### src/bib_pkg.sv
// Shared types and constants for the breakpoint interval blend block.
`default_nettype none

package bib_pkg;

    localparam int TIME_W    = 32;
    localparam int IDX_W     = 6;
    localparam int CNT_W     = 7;
    localparam int FRAC_W    = 16;
    localparam int DIV_CNT_W = 4;

    typedef enum logic [0:0] {
        ACT_WRITE = 1'b0,
        ACT_QUERY = 1'b1
    } action_t;

    typedef enum logic [1:0] {
        ADDR_ZERO = 2'd0,
        ADDR_LAST = 2'd1,
        ADDR_NEXT = 2'd2,
        ADDR_PREV = 2'd3
    } addr_sel_t;

    typedef enum logic [2:0] {
        ST_IDLE      = 3'd0,
        ST_CHK_FIRST = 3'd1,
        ST_CHK_LAST  = 3'd2,
        ST_SCAN      = 3'd3,
        ST_LOAD_DIV  = 3'd4,
        ST_DIVIDE    = 3'd5,
        ST_FINISH    = 3'd6
    } state_t;

    typedef struct packed {
        logic      in_ready;
        addr_sel_t addr_sel;
        logic      idx_clr;
        logic      idx_inc;
        logic      cap_found;
        logic      res_zero;
        logic      res_last;
        logic      div_load;
        logic      div_step;
        logic      out_load;
    } cmd_t;

    typedef struct packed {
        logic in_query;
        logic k_le1;
        logic rd_gt_t;
        logic rd_ge_t;
        logic div_last;
        logic out_free;
    } status_t;

endpackage

`default_nettype wire

### src/bib_in_if.sv
// Input channel: table writes and time queries.
`default_nettype none

interface bib_in_if;
    logic                             valid;
    logic                             ready;
    logic                             action;
    logic [bib_pkg::IDX_W-1:0]        entry_index;
    logic signed [bib_pkg::TIME_W-1:0] time_value;

    modport source (output valid, action, entry_index, time_value, input ready);
    modport sink   (input valid, action, entry_index, time_value, output ready);
endinterface

`default_nettype wire

### src/bib_out_if.sv
// Output channel: interval indices and blend fraction.
`default_nettype none

interface bib_out_if;
    logic                       valid;
    logic                       ready;
    logic [bib_pkg::IDX_W-1:0]  lower_index;
    logic [bib_pkg::IDX_W-1:0]  upper_index;
    logic [bib_pkg::FRAC_W-1:0] fraction;

    modport source (output valid, lower_index, upper_index, fraction, input ready);
    modport sink   (input valid, lower_index, upper_index, fraction, output ready);
endinterface

`default_nettype wire

### src/bib_ctrl.sv
// Sequencer for the table search and the fraction division.
`default_nettype none

module bib_ctrl (
    input  wire logic             clk,
    input  wire logic             rst_n,
    input  wire bib_pkg::status_t status,
    output bib_pkg::cmd_t         cmd
);

    bib_pkg::state_t state_reg;
    bib_pkg::state_t state_next;

    always_ff @(posedge clk or negedge rst_n)
    begin
        if (!rst_n)
        begin
            state_reg <= bib_pkg::ST_IDLE;
        end
        else
        begin
            state_reg <= state_next;
        end
    end

    always_comb
    begin
        state_next   = state_reg;
        cmd          = '0;
        cmd.addr_sel = bib_pkg::ADDR_ZERO;
        case (state_reg)
            bib_pkg::ST_IDLE:
            begin
                cmd.in_ready = 1'b1;
                if (status.in_query)
                begin
                    state_next = bib_pkg::ST_CHK_FIRST;
                end
            end
            bib_pkg::ST_CHK_FIRST:
            begin
                // read data holds the first time
                cmd.addr_sel = bib_pkg::ADDR_LAST;
                cmd.idx_clr  = 1'b1;
                if (status.k_le1 || status.rd_ge_t)
                begin
                    cmd.res_zero = 1'b1;
                    state_next   = bib_pkg::ST_FINISH;
                end
                else
                begin
                    state_next = bib_pkg::ST_CHK_LAST;
                end
            end
            bib_pkg::ST_CHK_LAST:
            begin
                cmd.addr_sel = bib_pkg::ADDR_NEXT;
                cmd.idx_inc  = 1'b1;
                if (!status.rd_gt_t)
                begin
                    cmd.res_last = 1'b1;
                    state_next   = bib_pkg::ST_FINISH;
                end
                else
                begin
                    state_next = bib_pkg::ST_SCAN;
                end
            end
            bib_pkg::ST_SCAN:
            begin
                // the last entry is known to be greater, so this ends
                if (status.rd_gt_t)
                begin
                    cmd.addr_sel  = bib_pkg::ADDR_PREV;
                    cmd.cap_found = 1'b1;
                    state_next    = bib_pkg::ST_LOAD_DIV;
                end
                else
                begin
                    cmd.addr_sel = bib_pkg::ADDR_NEXT;
                    cmd.idx_inc  = 1'b1;
                end
            end
            bib_pkg::ST_LOAD_DIV:
            begin
                cmd.div_load = 1'b1;
                state_next   = bib_pkg::ST_DIVIDE;
            end
            bib_pkg::ST_DIVIDE:
            begin
                cmd.div_step = 1'b1;
                if (status.div_last)
                begin
                    state_next = bib_pkg::ST_FINISH;
                end
            end
            bib_pkg::ST_FINISH:
            begin
                if (status.out_free)
                begin
                    cmd.out_load = 1'b1;
                    state_next   = bib_pkg::ST_IDLE;
                end
            end
            default:
            begin
                state_next = bib_pkg::ST_IDLE;
            end
        endcase
    end

endmodule

`default_nettype wire

### src/bib_dp.sv
// Datapath: sample table memory, search index, restoring divider, result register.
`default_nettype none

module bib_dp #(
    parameter int TABLE_DEPTH = 64
) (
    input  wire logic                         clk,
    input  wire logic                         rst_n,
    input  wire logic                         cfg_we,
    input  wire logic [bib_pkg::CNT_W-1:0]    cfg_wdata,
    bib_in_if.sink                            in_ch,
    bib_out_if.source                         out_ch,
    input  wire bib_pkg::cmd_t                cmd,
    output bib_pkg::status_t                  status
);

    localparam int ADDR_W = (TABLE_DEPTH > 1) ? $clog2(TABLE_DEPTH) : 1;
    localparam int T_W    = bib_pkg::TIME_W;
    localparam int C_W    = bib_pkg::CNT_W;
    localparam int F_W    = bib_pkg::FRAC_W;
    localparam int D_W    = bib_pkg::DIV_CNT_W;
    localparam int I_W    = bib_pkg::IDX_W;

    logic [T_W-1:0] mem [TABLE_DEPTH];

    logic [C_W-1:0]    sample_count_reg;
    logic [T_W-1:0]    t_reg;
    logic [C_W-1:0]    k_reg;
    logic [C_W-1:0]    idx_reg;
    logic [T_W-1:0]    rdata_reg;
    logic [T_W-1:0]    thi_reg;
    logic [C_W-1:0]    lo_reg;
    logic [C_W-1:0]    hi_reg;
    logic [T_W:0]      rem_reg;
    logic [T_W:0]      span_reg;
    logic [F_W-1:0]    q_reg;
    logic [D_W-1:0]    div_cnt_reg;
    logic              out_valid_reg;
    logic [I_W-1:0]    out_lo_reg;
    logic [I_W-1:0]    out_hi_reg;
    logic [F_W-1:0]    out_frac_reg;

    logic              in_beat;
    logic [C_W-1:0]    k_next;
    logic [C_W-1:0]    rd_idx;
    logic [ADDR_W-1:0] rd_addr;
    logic [T_W+1:0]    rem_shift;
    logic [T_W+1:0]    rem_diff;
    logic [T_W:0]      diff_next;
    logic [T_W:0]      span_next;

    assign in_ch.ready = cmd.in_ready;
    assign in_beat     = in_ch.valid && cmd.in_ready;

    // table size seen by a query saturates at the depth
    always_comb
    begin
        if (int'(sample_count_reg) > TABLE_DEPTH)
        begin
            k_next = C_W'(TABLE_DEPTH);
        end
        else
        begin
            k_next = sample_count_reg;
        end
    end

    always_comb
    begin
        case (cmd.addr_sel)
            bib_pkg::ADDR_ZERO: rd_idx = '0;
            bib_pkg::ADDR_LAST: rd_idx = k_reg - C_W'(1);
            bib_pkg::ADDR_NEXT: rd_idx = idx_reg + C_W'(1);
            bib_pkg::ADDR_PREV: rd_idx = idx_reg - C_W'(1);
            default:            rd_idx = '0;
        endcase
    end

    assign rd_addr = ADDR_W'(rd_idx);

    always_ff @(posedge clk)
    begin
        if (in_beat && (in_ch.action == bib_pkg::ACT_WRITE)
            && (int'(in_ch.entry_index) < TABLE_DEPTH))
        begin
            mem[ADDR_W'(in_ch.entry_index)] <= in_ch.time_value;
        end
        rdata_reg <= mem[rd_addr];
    end

    assign status.in_query = in_ch.valid && (in_ch.action == bib_pkg::ACT_QUERY);
    assign status.k_le1    = (k_reg <= C_W'(1));
    assign status.rd_gt_t  = ($signed(rdata_reg) > $signed(t_reg));
    assign status.rd_ge_t  = ($signed(rdata_reg) >= $signed(t_reg));
    assign status.div_last = (div_cnt_reg == D_W'(F_W - 1));
    assign status.out_free = !out_valid_reg || out_ch.ready;

    // both differences are non-negative on the interior path
    assign diff_next = {t_reg[T_W-1], t_reg} - {rdata_reg[T_W-1], rdata_reg};
    assign span_next = {thi_reg[T_W-1], thi_reg} - {rdata_reg[T_W-1], rdata_reg};
    assign rem_shift = {rem_reg, 1'b0};
    assign rem_diff  = rem_shift - {1'b0, span_reg};

    always_ff @(posedge clk or negedge rst_n)
    begin
        if (!rst_n)
        begin
            sample_count_reg <= '0;
        end
        else if (cfg_we)
        begin
            sample_count_reg <= cfg_wdata;
        end
    end

    always_ff @(posedge clk)
    begin
        if (in_beat)
        begin
            t_reg <= in_ch.time_value;
            k_reg <= k_next;
        end
        if (cmd.idx_clr)
        begin
            idx_reg <= '0;
        end
        else if (cmd.idx_inc)
        begin
            idx_reg <= idx_reg + C_W'(1);
        end
        if (cmd.res_zero)
        begin
            lo_reg <= '0;
            hi_reg <= '0;
            q_reg  <= '0;
        end
        else if (cmd.res_last)
        begin
            lo_reg <= k_reg - C_W'(1);
            hi_reg <= k_reg - C_W'(1);
            q_reg  <= '0;
        end
        else if (cmd.cap_found)
        begin
            hi_reg  <= idx_reg;
            lo_reg  <= idx_reg - C_W'(1);
            thi_reg <= rdata_reg;
        end
        else if (cmd.div_load)
        begin
            rem_reg     <= diff_next;
            span_reg    <= span_next;
            q_reg       <= '0;
            div_cnt_reg <= '0;
        end
        else if (cmd.div_step)
        begin
            if (!rem_diff[T_W+1])
            begin
                rem_reg <= rem_diff[T_W:0];
                q_reg   <= {q_reg[F_W-2:0], 1'b1};
            end
            else
            begin
                rem_reg <= rem_shift[T_W:0];
                q_reg   <= {q_reg[F_W-2:0], 1'b0};
            end
            div_cnt_reg <= div_cnt_reg + D_W'(1);
        end
    end

    always_ff @(posedge clk or negedge rst_n)
    begin
        if (!rst_n)
        begin
            out_valid_reg <= 1'b0;
        end
        else if (cmd.out_load)
        begin
            out_valid_reg <= 1'b1;
        end
        else if (out_ch.ready)
        begin
            out_valid_reg <= 1'b0;
        end
    end

    always_ff @(posedge clk)
    begin
        if (cmd.out_load)
        begin
            out_lo_reg   <= lo_reg[I_W-1:0];
            out_hi_reg   <= hi_reg[I_W-1:0];
            out_frac_reg <= q_reg;
        end
    end

    assign out_ch.valid       = out_valid_reg;
    assign out_ch.lower_index = out_lo_reg;
    assign out_ch.upper_index = out_hi_reg;
    assign out_ch.fraction    = out_frac_reg;

endmodule

`default_nettype wire

### src/breakpoint_interval_blend.sv
// Top level of the breakpoint interval blend block.
//
// A write beat stores one sample time in the table; it gives no result. A
// query beat walks the table from the first entry to find the first sample
// greater than the query time, one memory read per cycle, then runs a
// 16-step restoring divider for the Q0.16 fraction. A query with fewer than
// two samples in use, at or before the first sample, or at or after the last
// sample skips the scan and the divider; an interior query scans up to its
// upper sample. A new beat is taken only once the query's result is loaded
// into the output register, and that result becomes valid as the block
// returns to idle. The single-port table read and the one-bit-per-cycle
// divider set how long a query takes. The result sits in an output register,
// so the next beat is taken while it waits. The user must write sample_count
// only while the block is idle; the block itself does not enforce it.
`default_nettype none

module breakpoint_interval_blend #(
    parameter int TABLE_DEPTH = 64
) (
    input  wire logic                      clk,
    input  wire logic                      rst_n,
    input  wire logic                      cfg_we,
    input  wire logic [bib_pkg::CNT_W-1:0] cfg_wdata,
    bib_in_if.sink                         in_ch,
    bib_out_if.source                      out_ch
);

    bib_pkg::cmd_t    cmd;
    bib_pkg::status_t status;

    bib_ctrl u_ctrl (
        .clk    (clk),
        .rst_n  (rst_n),
        .status (status),
        .cmd    (cmd)
    );

    bib_dp #(
        .TABLE_DEPTH (TABLE_DEPTH)
    ) u_dp (
        .clk       (clk),
        .rst_n     (rst_n),
        .cfg_we    (cfg_we),
        .cfg_wdata (cfg_wdata),
        .in_ch     (in_ch),
        .out_ch    (out_ch),
        .cmd       (cmd),
        .status    (status)
    );

endmodule

`default_nettype wire

### src/flat_wrapper.sv
// flat-port wrapper written by rule: the top's interface ports become plain ports
module breakpoint_interval_blend_flat 
#(
    parameter int TABLE_DEPTH = 64
)
  (clk, rst_n, cfg_we, cfg_wdata, in_ch_valid, in_ch_action, in_ch_entry_index, in_ch_time_value, in_ch_ready, out_ch_valid, out_ch_lower_index, out_ch_upper_index, out_ch_fraction, out_ch_ready);
  bib_in_if in_ch_i ();
  bib_out_if out_ch_i ();
  input  wire logic clk;
  input  wire logic rst_n;
  input  wire logic cfg_we;
  input  wire logic [bib_pkg::CNT_W-1:0] cfg_wdata;
  input wire logic [$bits(in_ch_i.valid)-1:0] in_ch_valid;
  input wire logic [$bits(in_ch_i.action)-1:0] in_ch_action;
  input wire logic [$bits(in_ch_i.entry_index)-1:0] in_ch_entry_index;
  input wire logic [$bits(in_ch_i.time_value)-1:0] in_ch_time_value;
  output wire logic [$bits(in_ch_i.ready)-1:0] in_ch_ready;
  output wire logic [$bits(out_ch_i.valid)-1:0] out_ch_valid;
  output wire logic [$bits(out_ch_i.lower_index)-1:0] out_ch_lower_index;
  output wire logic [$bits(out_ch_i.upper_index)-1:0] out_ch_upper_index;
  output wire logic [$bits(out_ch_i.fraction)-1:0] out_ch_fraction;
  input wire logic [$bits(out_ch_i.ready)-1:0] out_ch_ready;
  assign in_ch_i.valid = in_ch_valid;
  assign in_ch_i.action = in_ch_action;
  assign in_ch_i.entry_index = in_ch_entry_index;
  assign in_ch_i.time_value = in_ch_time_value;
  assign in_ch_ready = in_ch_i.ready;
  assign out_ch_valid = out_ch_i.valid;
  assign out_ch_lower_index = out_ch_i.lower_index;
  assign out_ch_upper_index = out_ch_i.upper_index;
  assign out_ch_fraction = out_ch_i.fraction;
  assign out_ch_i.ready = out_ch_ready;
  breakpoint_interval_blend #(.TABLE_DEPTH(TABLE_DEPTH)) u_core (.clk(clk), .rst_n(rst_n), .cfg_we(cfg_we), .cfg_wdata(cfg_wdata), .in_ch(in_ch_i), .out_ch(out_ch_i));
endmodule
### config.mk
export PLATFORM = sky130hd
export DESIGN_NAME = breakpoint_interval_blend_flat
export DESIGN_NICKNAME = d
export VERILOG_FILES = /design/src/bib_pkg.sv /design/src/bib_in_if.sv /design/src/bib_out_if.sv /design/src/bib_ctrl.sv /design/src/bib_dp.sv /design/src/breakpoint_interval_blend.sv /design/src/flat_wrapper.sv
export SDC_FILE = /design/constraint.sdc
export NUM_CORES = 2
export LEC_CHECK = 0
export ABC_CLOCK_PERIOD_IN_PS = 5200
export BUFFER_PORTS_ARGS = -buffer_cell sky130_fd_sc_hd__clkbuf_2
export CAP_MARGIN = 0
export CORE_MARGIN = 3
export CORE_UTILIZATION = 63
export DETAILED_ROUTE_END_ITERATION = 16
export PLACE_DENSITY = 0.82
export SYNTH_ARGS = -nofsm -noshare
export SYNTH_HDL_FRONTEND = slang
export SYNTH_SLANG_ARGS = --single-unit
### constraint.sdc
create_clock -name clk -period 5.2 [get_ports clk]
set_clock_uncertainty 0.05 [all_clocks]
set_input_delay 0.26 -clock clk [delete_from_list [all_inputs] [get_ports clk]]
set_output_delay 0.26 -clock clk [all_outputs]
set_load 0.02 [all_outputs]
======== Word-level counts from Yosys, hierarchy flattened ========
Memory sizes are Yosys's and may differ from the RTL's. A register that Yosys moved wholly into a read port is not among the register bits.
Index checks and enable logic that the tools add are counted.
W data, S select, Z words.
word-level totals
  output and inout bits ................... 30
  register bits after elaboration ......... 215
  word-level logic and storage cells ...... 101
  latch bits .............................. 0
  ROM bits ................................ 0
  bits in writable memories ............... 2048
  memories ................................ 1
  input bits .............................. 51
memory list
  memory           words  bits a word  read ports  clocked after Yosys merged registers in  write ports  line          RTL
  u_core.u_dp.mem  64     32           1           1                                        1            bib_dp.sv:24  logic [T_W-1:0] mem [TABLE_DEPTH];
operators by class
  $add $sub $neg .......................... 7
  bitwise logic cells ..................... 4
  shifts and indexed selects .............. 0
  reduce and logical (&&, ||, !) cells .... 17
  multipliers ............................. 0
  magnitude comparators ................... 4
  equal/unequal tests ..................... 14
  multiplexer cells ....................... 38
  div/mod/pow operators ................... 0
operator list
  operator               count
  $mux W33               3
  $sub A32 B32 Y33       2
  $sub A34 B33 Y34       1
  $ge A32 B32 Y1         1
  $gt A32 B32 Y1         1
  $mux W16               2
  $mux W6                4
  $pmux W6 S4            1
  $pmux W3 S7            1
  $mux W1                18
  $mux W3                6
  $reduce_and A4 Y1      3
  $sub A6 B1 Y6 const B  2
  $eq A3 B3 Y1 const B   3
  $add A7 B1 Y7 const B  1
  $gt A7 B7 Y1 const B   1
  $le A7 B1 Y1 const B   1
  $eq A3 B2 Y1 const B   2
  $ne A2 B1 Y1 const B   3
  $pmux W2 S3            1
  $reduce_bool A2 Y1     3
  $add A4 B1 Y4 const B  1
  $eq A2 B2 Y1 const B   2
  $eq A4 B4 Y1 const B   1
  other kinds (14)       20

======== Depth between registers and ports, before layout ========
  depth after elaboration ................. 6
  mapped depth ............................ 19
  mapped depth without buffers ............ 15

======== Hierarchy ========
A second synthesis with hierarchy kept.
second synthesis, totals
  cells, all modules ...................... 9716
  area, all modules ....................... 117868.0 um^2
modules (own cells, without submodules)
  module    area an instance (um^2)  times used  cells each  sequential area each (um^2)
  bib_dp    117619.1                 1           9681        68095.3
  bib_ctrl  249.0                    1           35          75.1

======== Worst setup path after synthesis ========
OpenSTA, ideal clock, no wires.
  kind .................................... register to register
  from .................................... reg u_core.u_dp.rdata_reg[1], read port of u_core.u_dp.mem
  to ...................................... reg u_core.u_dp.rdata_reg[20], read port of u_core.u_dp.mem
  required time ........................... 5.058 ns
  library setup time ...................... 0.092 ns
  slack ................................... 1.095 ns
  path buffers ............................ 1
  stages on the path, launching flop included .. 16
  period minus slack after synthesis ...... 4.105 ns
  data arrival time ....................... 3.963 ns
  path through ............................ dfxtp_1 -> inv_1 -> ha_1 -> nor2b_1 -> o2111a_1 -> nor4b_2 -> o21ai_2 -> a2111oi_4 -> nor3_1 -> a221oi_2 -> nor3_1 -> and2_1 -> clkbuf_1 -> a22o_1 -> or4_1 -> nor4_1
between the ends
  word-level cells in the longest chain between the ends .. 5
  elaborated cells between the ends (all ways) .. 8
  those cells by class .................... 1 x order compare; 3 x eq/ne; 3 x mux; 1 x reduce/logical
ends and longest elaborated chain
  item                                  line            RTL
  start, declared                       bib_dp.sv:30    logic [T_W-1:0] rdata_reg;
  $gt A32 B32 Y1 (*)                    bib_dp.sv:93    assign status.rd_gt_t = ($signed(rdata_reg) > $signed(t_reg));
  $mux W1 (*)                           bib_ctrl.sv:72  if (status.rd_gt_t)
  $pmux W2 S3 (*)                       bib_ctrl.sv:31  case (state_reg)
  $eq A2 B2 Y1 (tied with other cells)  bib_dp.sv:70    case (cmd.addr_sel)
  $pmux W6 S4 (*)                       bib_dp.sv:70
Every way passes the cells marked *; elsewhere a longest branch is shown, timed or not.
A chain may end at the register's enable or synchronous reset.

======== Final worst setup path ========
  from .................................... reg u_core.u_dp.t_reg[6]
  to ...................................... reg u_core.u_dp.rdata_reg[29], read port of u_core.u_dp.mem
between the ends
  word-level cells in the longest chain between the ends .. 5
  elaborated cells between the ends (all ways) .. 8
  those cells by class .................... 1 x order compare; 3 x eq/ne; 3 x mux; 1 x reduce/logical
ends and longest elaborated chain
  item                                  line            RTL
  start, declared                       bib_dp.sv:27    logic [T_W-1:0] t_reg;
  start signal, assigned                bib_dp.sv:120   t_reg <= in_ch.time_value;
  $gt A32 B32 Y1 (*)                    bib_dp.sv:93
  $mux W1 (*)                           bib_ctrl.sv:72
  $pmux W2 S3 (*)                       bib_ctrl.sv:31
  $eq A2 B2 Y1 (tied with other cells)  bib_dp.sv:70
  $pmux W6 S4 (*)                       bib_dp.sv:70
Marks and branches as above.

==> impl_results.md <==
- Status: complete, no violations
- Met2 usage: about 53%
- Global Route met3 Usage: 9.692%
- Count of cell types in the netlist: 86
- Vias in the first global route: a little under 60k
- Area after DPL: roughly 100000 um2
- H-tree depth: 4
- Max-Cap Viols: 0
- TritonCTS clock tree: done
- Routed wire per std cell: between 30 and 40 um
- Initial Util: a little under two thirds
- Synth Flop Type: edfxtp_1
- Part of the power in the clock network: 24.8%
- Clock slew at reported path FFs: approximately 60 ps
- Worst-margin pin slew: 1238 ps
- GR Util met1: a little under half
- WHS: between 30 and 40 ps
- Reg2Reg Setup Slack: 60 ps
- Syn nets: around 6.1k
- Final Cycle Share: a little over nine tenths
- NetSw: 22.67 mW
- CP arrival: 5860 ps
- First-pass GRT wire length: between 300000 and 400000 um
- Routed vias: 60.08k
- Peak supply drop: between 0.3 and 0.4 mV
- Buffers on Ports: 80
- Final Slew Violations: 0
- GRT busiest layer: met2
- Cell with the most instances after synthesis: edfxtp_1
- Drt first-iter violations: roughly 9.4k
- Comb pwr share: between 40% and 50%
- Clk root buf: clkbuf_16
- Internal Power: 40.07 mW
- Die height: approximately 390 um
- Setup ws final: 63.55 ps
- Worst path cell trace: ha_4, a211o_1, a21oi_2, nor4b_4, o21ai_4, a2111o_1, a21oi_4, buf_4, o221a_4, buf_4, buf_4, buf_12, buf_4, o21ai_0, and4_1, a2111oi_2, buf_4, o211ai_1, nor4_2, buf_4
- Drt first pass iters: 7
- Rows: 140
- Setup crit start kind: register
- Cells after synthesis: approximately 6k
- Cell Pwr Density: 580.4 nW/um2
- Hold crit path type: in -> reg
- Most common cell type on the critical path: buf_4
- Tot Pwr: 62.75 mW
- Largest net degree at the start of global routing: about 70
- CP max FO: 8
- Tmin final: 5136 ps
- Critical Path Sink Type: register
- Ys async rst share: less than 1%
- Clk_lat worst skew: roughly 860 ps
- Critical path class: reg -> reg
- Ranking of synthesized cells by area: edfxtp_1, mux2i_1, a22oi_1, nand2_1, dfxtp_1
- Sequential share of the synthesized area: 73.43%
- Fraction of layout cells with a size suffix above 1: 18.02%
- Sequential Power Share: approximately a third
- Max Freq: around 200 MHz
- Hold Crit Depth: 2
- Routed wire length: 270900 um
- CP endpoint: u_core.u_dp.rdata_reg[29]$_DFF_P_
- Ports: between 80 and 90
- Yosys top cell area share: 71.71%
- Fin util: ~74%
- Synth top cells by count: edfxtp_1, mux2i_1, nand2_1
- Routed vias/inst: between 6 and 7
- P_leak: approximately 37 nW
- Mean Syn Cell Area: 15.53 um2
- CP peak stage delay: around 540 ps
- Post-route ant nets: 0
- YS warnings: 0
- Crit-path slowest cell: a2111o_1
- Switching Fraction: a little over a third
- Critical R2R Launch: u_core.u_dp.t_reg[6]$_DFFE_PP_
- Seq cells post-synth: about 2.3k
- CTS sink cnt: 2294
- Total Routing Usage GR: roughly a third
- Nets: approximately 6.7k
- Overflow after GRT: 0
- Post-route cell area: 108100 um2
- Cts bufs inserted: around 220
- Final Hold Viols: 0
- Die width: between 300 and 400 um
- Routability cong.: roughly 0.97
- RR Endpoint: u_core.u_dp.rdata_reg[29]$_DFF_P_
- Reg2Reg Depth: 20
- Relative slew slack: around 17%
- Post-route DRC: 0
- Cell taking the most area after synthesis: edfxtp_1
- Final setup viols: 0
- Post-Syn Area: 92830 um2
- Detailed placement HPWL: 158800 um
- Pre-CTS WS: -823.4 ps
- Post-synth EDFFs: approximately 2.2k
- Die area: around 150000 um2
- CP required: 5920 ps
- Clock Tree Buf Depth: 3
- Area delta synth->final: 16.46%
- RSZ-0062 raised after global routing: true
- Total core area: 146100 um2
- Antenna violations before repair: 20
- Number of flip-flops in the largest register: around 2.0k
- Critical path origin: u_core.u_dp.t_reg[6]$_DFFE_PP_
==> placed cells by master (no fill, tap or decap), drive strengths merged, types with 11 or more instances in the layout <==
cell type and n:
a21oi 104, a22oi 332, nor2 162, a221oi 12
o21ai 180, dfrtp 11, o22a 26, o21a 16
and3 21, bufinv 17, o21bai 12, clkbuf 354
ha 101, and2 20, dlygate4sd3 20, a31oi 18
nor3 33, nand2b 17, xnor2 68, clkinv 98
buf 632, nor4 34, dfxtp 66, o211ai 105
mux2i 651, nor2b 24, a21o 38, nand4 200
inv 113, a32oi 32, o2111a 27, mux2 43
nand2 537, edfxtp 2217, xor2 36, nand3 262
==> critical path, delay by kind of cell (launching register included) <==
family                   cells  cell delay (ps)
AO/OA/AOI/OAI                9             2280
adder cells (fa/ha/maj)      1              270
buffers and inverters        7             1190
flip-flops                   1              430
AND/OR/NAND/NOR              3              840
==> cell families (layout without fill, tap and decap cells) <==
kind of cell	Yosys count	in the layout	synth area share [%]
flip-flops	2294	2294	73.43
buffers and inverters	440	1241	2.135
XOR/XNOR	104	104	0.9812
multiplexers	694	694	7.541
AO/OA/AOI/OAI	991	991	7.575
adder cells (fa/ha/maj)	104	104	1.426
AND/OR/NAND/NOR	1349	1349	6.910
other	0	8	0
==> power groups by stage <==
| stage | combinational (mW) | clock, mW | sequential, mW |
|---|---|---|---|
| 6_report | 25.5 | 15.6 | 21.7 |
| 5_1_grt | 26.5 | 16.3 | 21.7 |
| 4_1_cts | 24.2 | 15.5 | 21.7 |
| 3_5_place_dp | 23.5 | 0 | 22.1 |
| 3_3_place_gp | 22.9 | 0 | 22.0 |
| 2_1_floorplan | 13.5 | 0 | 22.0 |
==> worst min path at each step <==
stage                          from                                          end  slack (ps)
6_report        in_ch_time_value[5]             u_core.u_dp.mem[32][5]$_DFFE_PP_          30
5_1_grt        in_ch_time_value[29]              u_core.u_dp.t_reg[29]$_DFFE_PP_          70
4_1_cts        in_ch_entry_index[1]            u_core.u_dp.mem[59][30]$_DFFE_PP_          20
3_5_place_dp                  rst_n  u_core.u_dp.sample_count_reg[1]$_DFFE_PN0P_         140
3_3_place_gp                  rst_n  u_core.u_dp.sample_count_reg[5]$_DFFE_PN0P_         120
2_1_floorplan                 rst_n       u_core.u_ctrl.state_reg[0]$_DFFE_PN0P_         -90
==> final cells by class <==
class / instances / area [um2]
inverters: 106 / 397.9
clock inverters: 128 / 1187
flip-flops and latches: 2294 / 68170
clock buffers: 273 / 5733
diodes: 8 / 20.02
multi-input cells: 3242 / 23760
well taps: 1917 / 2399
fillers: 8107 / 37980
repair buffers: 734 / 6447
==> metal layers <==
metal / routed length, um / share of wire [%]
met1: 92920 / 34
met2: 124100 / 46
met3: 38380 / 14
met4: 15350 / 5.7
met5: 95 / 0.035
==> timing repair <==
action                                  4_1_cts  5_1_grt
gates cloned                                  1        1
endpoints found under the setup margin       22       27
endpoints found under the hold margin        23        0
setup buffers                                 3       13
pin swaps                                    11       21
hold buffers                                 20        0
resized for setup                            41       63
==> through the flow <==
stage,cells,TNS [ps]
global placement,8259,-5241
CTS,8682,-23.36
floorplan,5976,0
finish,8702,0
detailed placement,8259,-5872
global route,8694,-64.32
(Power assumes the default switching activity.)
